<file path="config.mk">
export PLATFORM = sky130hd
export DESIGN_NAME = rau_ctrl
export DESIGN_NICKNAME = d
export VERILOG_FILES = /design/src/rtl/rau_pkg.sv /design/src/rtl/rau_ctrl.sv
export SDC_FILE = /design/constraint.sdc
export NUM_CORES = 1
export LEC_CHECK = 0
export ABC_AREA = 1
export BUFFER_PORTS_ARGS = -buffer_cell sky130_fd_sc_hd__buf_2
export CELL_PAD_IN_SITES_DETAIL_PLACEMENT = 0
export CELL_PAD_IN_SITES_GLOBAL_PLACEMENT = 1
export CORE_UTILIZATION = 37
export CTS_CLUSTER_DIAMETER = 120
export DETAILED_ROUTE_END_ITERATION = 7
export PLACE_DENSITY = 0.86
export SETUP_SLACK_MARGIN = 0.05
export SKIP_CTS_REPAIR_TIMING = 1
export SLEW_MARGIN = 15
export SYNTH_ARGS = -nofsm -noshare
export SYNTH_HDL_FRONTEND = slang
export SYNTH_SLANG_ARGS = --single-unit
</file>
<file path="constraint.sdc">
create_clock -name clock -period 21.8 [get_ports clock]
set_input_delay 0 -clock clock [delete_from_list [all_inputs] [get_ports clock]]
set_output_delay 0 -clock clock [all_outputs]
set_load 0.05 [all_outputs]
</file>
<file path="src/rtl/rau_pkg.sv">
package rau_pkg;

   localparam int WORD_BITS = 64;
   localparam int CNT_BITS  = $clog2(WORD_BITS + 1);

   typedef logic [WORD_BITS-1:0] word_type;

   typedef enum logic [2:0] {
      OP_ADD = 3'd0,
      OP_SUB = 3'd1,
      OP_MUL = 3'd2,
      OP_GT  = 3'd3,
      OP_EQ  = 3'd4
   } op_type;

   // datapath micro-operations
   typedef enum logic [3:0] {
      DP_NOP,
      DP_LOAD,       // capture operands
      DP_RED_A,      // load gcd unit with a.num, a.den
      DP_DIV_A,      // a /= g (start divides)
      DP_RED_B,
      DP_DIV_B,
      DP_GCD_DEN,    // gcd(a.den, b.den)
      DP_LCM,        // l = (a.den*b.den)/g
      DP_SCALE,      // l/a.den, l/b.den
      DP_MULS,       // sa, sb
      DP_COMBINE,    // sum / difference
      DP_MUL,        // products for multiply
      DP_RED_R,      // gcd of result
      DP_DIV_R       // result /= g
   } cmd_type;

   typedef struct packed {
      logic    go;
      cmd_type cmd;
   } dp_cmd_type;

   typedef struct packed {
      logic done;
   } dp_sts_type;

endpackage

</file>
<file path="src/rtl/rau_ctrl.sv">
module rau_ctrl (
   input  logic                 clock,
   input  logic                 reset,
   input  logic                 start,
   input  logic [2:0]           op,
   input  logic                 den_zero,
   input  rau_pkg::dp_sts_type  sts,
   input  rau_pkg::word_type    r_num,
   input  rau_pkg::word_type    r_den,
   input  logic                 r_neg,
   output rau_pkg::dp_cmd_type  cmd,
   output logic                 busy,
   output logic                 strobe,
   output rau_pkg::word_type    o_num,
   output rau_pkg::word_type    o_den,
   output logic                 o_neg,
   output logic                 o_cmp,
   output logic                 o_err
);
   typedef enum logic [1:0] {ST_IDLE, ST_ISSUE, ST_WAIT, ST_DONE} state_type;

   state_type state_ff;
   logic [2:0] op_ff;
   rau_pkg::cmd_type step_ff;
   logic go_ff, strobe_ff;
   rau_pkg::word_type num_ff, den_ff;
   logic neg_ff, cmp_ff, err_ff;

   function automatic rau_pkg::cmd_type next_step(rau_pkg::cmd_type s, logic is_mul);
      rau_pkg::cmd_type n;
      unique case (s)
         rau_pkg::DP_LOAD:    n = is_mul ? rau_pkg::DP_MUL : rau_pkg::DP_RED_A;
         rau_pkg::DP_RED_A:   n = rau_pkg::DP_DIV_A;
         rau_pkg::DP_DIV_A:   n = rau_pkg::DP_RED_B;
         rau_pkg::DP_RED_B:   n = rau_pkg::DP_DIV_B;
         rau_pkg::DP_DIV_B:   n = rau_pkg::DP_GCD_DEN;
         rau_pkg::DP_GCD_DEN: n = rau_pkg::DP_LCM;
         rau_pkg::DP_LCM:     n = rau_pkg::DP_SCALE;
         rau_pkg::DP_SCALE:   n = rau_pkg::DP_MULS;
         rau_pkg::DP_MULS:    n = rau_pkg::DP_COMBINE;
         rau_pkg::DP_COMBINE: n = rau_pkg::DP_RED_R;
         rau_pkg::DP_MUL:     n = rau_pkg::DP_RED_R;
         rau_pkg::DP_RED_R:   n = rau_pkg::DP_DIV_R;
         default:             n = rau_pkg::DP_NOP;
      endcase
      return n;
   endfunction

   always_ff @(posedge clock) begin
      if (reset) begin
         state_ff <= ST_IDLE;
         go_ff <= 1'b0;
         strobe_ff <= 1'b0;
         step_ff <= rau_pkg::DP_NOP;
      end else begin
         go_ff <= 1'b0;
         strobe_ff <= 1'b0;
         unique case (state_ff)
            ST_IDLE: if (start) begin
               op_ff <= op;
               num_ff <= '0; den_ff <= '0; neg_ff <= 1'b0; cmp_ff <= 1'b0; err_ff <= 1'b0;
               if (op > 3'(rau_pkg::OP_EQ)) begin
                  state_ff <= ST_DONE;
               end else if (den_zero) begin
                  err_ff <= 1'b1; state_ff <= ST_DONE;
               end else begin
                  step_ff <= rau_pkg::DP_LOAD; go_ff <= 1'b1; state_ff <= ST_WAIT;
               end
            end
            ST_ISSUE: begin
               go_ff <= 1'b1; state_ff <= ST_WAIT;
            end
            ST_WAIT: if (sts.done) begin
               if (step_ff == rau_pkg::DP_DIV_R) begin
                  if (op_ff == 3'(rau_pkg::OP_GT))
                     cmp_ff <= (r_num != '0) && !r_neg;
                  else if (op_ff == 3'(rau_pkg::OP_EQ))
                     cmp_ff <= (r_num == '0);
                  else begin
                     num_ff <= r_num; den_ff <= r_den; neg_ff <= r_neg;
                  end
                  state_ff <= ST_DONE;
               end else begin
                  step_ff <= next_step(step_ff, op_ff == 3'(rau_pkg::OP_MUL));
                  state_ff <= ST_ISSUE;
               end
            end
            ST_DONE: begin
               strobe_ff <= 1'b1; state_ff <= ST_IDLE;
            end
            default: state_ff <= ST_IDLE;
         endcase
      end
   end

   assign cmd.go = go_ff;
   assign cmd.cmd = step_ff;
   assign busy = (state_ff != ST_IDLE) || strobe_ff;
   assign strobe = strobe_ff;
   assign o_num = num_ff;
   assign o_den = den_ff;
   assign o_neg = neg_ff;
   assign o_cmp = cmp_ff;
   assign o_err = err_ff;
endmodule

</file>
# Word-level counts from Yosys, hierarchy flattened
# Cells that the tools add are included.
# Widths: inputs -> output; s select.
[totals] input_bits=137 register_bits=142 elab_cells=96 out_inout_bits=138
[op_classes] n_eq_ne=28 n_bitwise=1 reduce_logical=14 muxes=42 order_cmp=1
[op_table] cell="$mux 64" count=9
[op_table] cell="$pmux 64 s2" count=2
[op_table] cell="$logic_not 64->1" count=1
[op_table] cell="$reduce_bool 64->1" count=1
[op_table] cell="$pmux 4 s11" count=1
[op_table] cell="$eq 4x4->1 const B" count=6
[op_table] cell="$mux 4" count=6
[op_table] cell="$eq 4x3->1 const B" count=4
[op_table] cell="$mux 1" count=16
[op_table] cell="$ne 2x2->1 const B" count=8
[op_table] cell="$reduce_and 6->1" count=2
[op_table] cell="$eq 4x2->1 const B" count=2
[op_table] cell="$pmux 2 s4" count=1
[op_table] cell="$pmux 4 s2" count=1
[op_table] cell="$reduce_and 7->1" count=1
[op_table] cell="$eq 3x2->1 const B" count=2
[op_table] cell="$mux 2" count=3
[op_table] cell="$pmux 1 s2" count=3
[op_table] cell="$eq 2x2->1 const B" count=2
[op_table] cell="$eq 4x1->1 const B" count=1
[op_table] cell="$reduce_bool 2->1" count=2
[op_table] cell="$eq 3x3->1 const B" count=1
[op_table] cell="$gt 3x3->1 const B" count=1
[op_table] cell="$ne 3x3->1 const B" count=1
[op_table] cell="other kinds (9)" count=9

# Depth between registers and ports, before layout
[depth] depth_word=6 depth_mapped=9 depth_no_buf=9

# Least setup slack after synthesis
# No wires, ideal clock.
[synth_path] path_kind="register -> register" start="reg step_ff[3]" end="reg den_ff[0], in the netlist o_den[0] (enable)" required_ns=21.140 setup_time_ns=0.660 synth_period_minus_slack_ns=8.097 path_slack_ns=13.703 stages_incl_launch_ff=5 t_arrival_ns=7.437 n_path_buf=0 path_cell_list="dfxtp_1 nand2_1 nor3_2 o211ai_1 a21oi_1"
[synth_between] elab_chain_cells=3
[synth_lines] element="start, declared" line_no="rau_ctrl.sv:24" rtl="rau_pkg::cmd_type step_ff;"
[synth_lines] element="start signal, assigned" line_no="rau_ctrl.sv:54" rtl="step_ff <= rau_pkg::DP_NOP;"
[synth_lines] element="start signal, assigned" line_no="rau_ctrl.sv:84" rtl="step_ff <= next_step(step_ff, op_ff == 3'(rau_pkg::OP_MUL));"
[synth_lines] element="$eq 4x4->1" line_no="rau_ctrl.sv:74" rtl="if (step_ff == rau_pkg::DP_DIV_R) begin"
[synth_lines] element="$ne 2x2->1 (no source line)"
[synth_lines] element="$reduce_and 7->1 (no source line)"
[synth_lines] element="end signal, assigned" line_no="rau_ctrl.sv:80" rtl="num_ff <= r_num; den_ff <= r_den; neg_ff <= r_neg;"
[synth_lines] element="end, declared" line_no="rau_ctrl.sv:26" rtl="rau_pkg::word_type num_ff, den_ff;"
# No other way between the ends.
# A chain may end at the register's enable or synchronous reset.

# Final worst setup path
[layout_path] start="reg state_ff[0]" end="reg den_ff[57], in the netlist o_den[57] (enable)"
[layout_between] elab_chain_cells=3 elab_cells_between_ends=9 classes_between="eq/ne (6); reduce/logical (3)"
[layout_lines] element="start, declared" line_no="rau_ctrl.sv:22" rtl="state_type state_ff;"
[layout_lines] element="start signal, assigned" line_no="rau_ctrl.sv:51" rtl="state_ff <= ST_IDLE;"
[layout_lines] element="start signal, assigned" line_no="rau_ctrl.sv:63" rtl="state_ff <= ST_DONE;"
[layout_lines] element="start signal, assigned" line_no="rau_ctrl.sv:65" rtl="err_ff <= 1'b1; state_ff <= ST_DONE;"
[layout_lines] element="$eq 2x2->1 or $logic_not 2->1 (tied branches)" line_no="rau_ctrl.sv:58" rtl="unique case (state_ff)"
[layout_lines] element="$ne 2x2->1 (no source line) or $reduce_bool 2->1 (tied branches)"
[layout_lines] element="$reduce_and 7->1 (no source line) (*)"
# Every way passes the cells marked *; elsewhere a longest branch is shown, timed or not.

==> qor.yml <==
yosys:
  yosysUniqueCellTypes: 25
  synthFlopType: "edfxtp_1"
  synth_most_common_cell: "nor2_1"
  synthesis.nets: 699
  avgSynthCellArea_um2: 10.5
  synth_edf_count: 134
  syn_area_um2: 5890
  synthArstFlopShare_pct: 0
  syn_inst: 562
  ys_top_cells_by_area: "edfxtp_1 68%, nor2_1 12%, inv_1 9.1%"
  synth_top_area_cell: "edfxtp_1"
  ys_warn_count: 0
  ys_seq_area_share_pct: 71.1
  ys_top_cells_by_count: "186 x nor2_1, 143 x inv_1, 134 x edfxtp_1, 33 x nand2_1, 11 x buf_2"
  yosysTopAreaCellShare_pct: 68.3
  ys_ff_latch: 142
detailed_routing:
  ant_nets: 0
  drcViolationCount: 0
  drt-pass1-iter-count: 4
  wirelength_um: 16500
  viasPerCell: 4.27
  vias: 5143
  drtIter0Drc: 277
  wl_per_cell_um: 13.7
setup_path:
  cp-start-kind: "register"
  end_kind: "register"
  path_delay_family: "buffers and inverters"
  cpPeakStageDelay_ns: 0.72
  required_ns: 21.84
  slowest_stage: "buf_4"
  crit_fanout: 74
  cp_num_buf_inv: 1
  cp_cell_sequence: "nor2_1 -> nand2_2 -> nand2_4 -> nor2_4 -> o211ai_1 -> a21oi_4 -> buf_4"
  worst-setup-path-type: "register to register"
  crit_arrival_ns: 2.40
place:
  numPortBuffers: 274
  dp_slack_ns: 19.43
  dpl.hpwl_um: 10000
  routabilityCongestion: 0.818
  dp.cells: 1035
die:
  rows: 45
  initial_core_util_pct: 38.3
  ioPinCount: 275
  dieArea_um2: 16400
  die_w_um: 128
  core_area_um2: 15400
  dieHeight_um: 128
cells_and_area:
  layout-drive-gt1-share_pct: 32.2
  final_cells: 1205
  syn2layout_area_growth_pct: 61.8
  nFillCells: 1242
  nNetsFinal: 1117
cts:
  cts.root.buffer_cell: "clkbuf_16"
  cts-htree-levels: 4
  cts_tree: "yes"
  path_clk_slew_ns: 0.06
  clock_path_buffers: 2
  cts_sinks: 142
  clkLatencyLatePin_ns: 0.42
  cts_buffers: 17
timing:
  drv_slew: 0
  max_freq_mhz: 423
  setup_viol: 0
  setup-tns-final_ns: 0
  finalHoldViolations: 1
  finalClockSkew_ns: 0.00521
  fin_crit_ns: 2.36
  finalWorstSetupSlack_ns: 19.44
  finalCritPeriodShare_pct: 10.8
  rsz0062_at_grt: "no"
  max_slew_margin_pct: 36.3
  worst_pin_slew_ns: 0.956
  hold_ws_ns: -0.00477
global_routing:
  track_usage_pct: 16.5
  grt_pass1_wl_um: 20100
  overflow: 0
  antenna_found_initial: 1
  grt_pass1_vias: 4212
  grt_max_degree: 79
power_and_ir_drop:
  p_clk_share_pct: 35.4
  intPower_mw: 0.621
  swShare_pct: 33.1
  finalPower_mw: 0.928
  p_leak_nw: 4.60
  ir_drop_v: 0.0000517
  p_sw_mw: 0.307
  combinationalPowerShare_pct: 26.3
  seqPwrFrac_pct: 38.3
  powerDensity_nw_per_um2: 97.4
min_path:
  hp-class: "primary input to register"
job:
  maxCapViolCount: 0
outcome:
  status: "complete, but fails checks"
  violations: "hold timing"
stage by stage:
stage / utilization, % / area (µm²) / hold WS (ns)
finish: 62.0 / 9530 / -0.00477
global route: 62.0 / 9530 / 0.0118
CTS: 53.1 / 8160 / -0.242
detailed placement: 48.7 / 7490 / 0.199
global placement: 48.7 / 7490 / 0.199
floorplan: - / 5890 / 0.0717
worst paths after layout:
path,slack (ns),startpoint,endpoint,depth (start not counted)
setup reg to reg,19.44,state_ff[0],o_den[57],7
hold / removal,-0.005,sts,state_ff[0],5
setup / recovery,19.44,state_ff[0],o_den[57],7
hold reg to reg,0.63,state_ff[0],strobe,2
kinds of logic after synthesis:
group / synth area share (%)
AOI/OAI and AO/OA: 1.61
buffers and inverters: 10.5
DFF: 71.1
and+or+nand+nor: 16.8
tightest hold or removal path: cells and delay by family:
family	cells	cell delay, ns
AO/OA/AOI/OAI	1	0.05
buffers and inverters	2	0.17
AND/OR/NAND/NOR	2	0.13
cell usage in the layout (no fill, tap or decap), types with 2 or more instances in the layout:
| cell | n |
|---|---|
| clkbuf_16 | 17 |
| nand2_4 | 2 |
| nand3_1 | 10 |
| nand2_2 | 3 |
| nor3_1 | 3 |
| inv_1 | 143 |
| bufinv_16 | 6 |
| buf_2 | 274 |
| inv_6 | 2 |
| edfxtp_1 | 134 |
| a21oi_1 | 5 |
| o21ai_0 | 5 |
| buf_4 | 3 |
| a31oi_1 | 2 |
| nor2_1 | 186 |
| clkinv_4 | 3 |
| clkbuf_1 | 2 |
| nor2_4 | 2 |
| nand2_1 | 33 |
| dfxtp_1 | 8 |
| dlygate4sd3_1 | 137 |
registers in the layout, indices dropped and copies added, names as in the netlist:
name      cells
o_den        64
o_err         1
step_ff       4
o_num        64
o_neg         1
o_cmp         1
state_ff      2
op_ff         3
go_ff         1
strobe        1
layer usage:
metal | up-vias | global-route usage [%] | share of wire (%)
met5 | - | 0 | 0
li1 | 2555 | - | -
met4 | 0 | 8.30 | 2.4
met2 | 201 | 28.6 | 54
met3 | 32 | 5.72 | 6.3
met1 | 2355 | 17.9 | 37
power groups by stage:
stage / Sequential (mW) / Combinational, mW / Clock [mW]
2_1_floorplan: 0.476 / 0.0585 / 0
3_3_place_gp: 0.360 / 0.223 / 0
3_5_place_dp: 0.361 / 0.224 / 0
4_1_cts: 0.356 / 0.224 / 0.333
5_1_grt: 0.359 / 0.258 / 0.346
6_report: 0.356 / 0.244 / 0.328
final cells by class:
cell class	count	area, µm²	share of cell area (%)
repair buffers	414	2770	29.0
multi-input cells	260	1100	11.5
well taps	211	264	2.77
clock inverters	13	236	2.48
diodes	1	2.50	0.0263
flip-flops and latches	142	4180	43.9
inverters	145	547	5.74
clock buffers	19	433	4.54
Power figures use the tool's default switching activity.
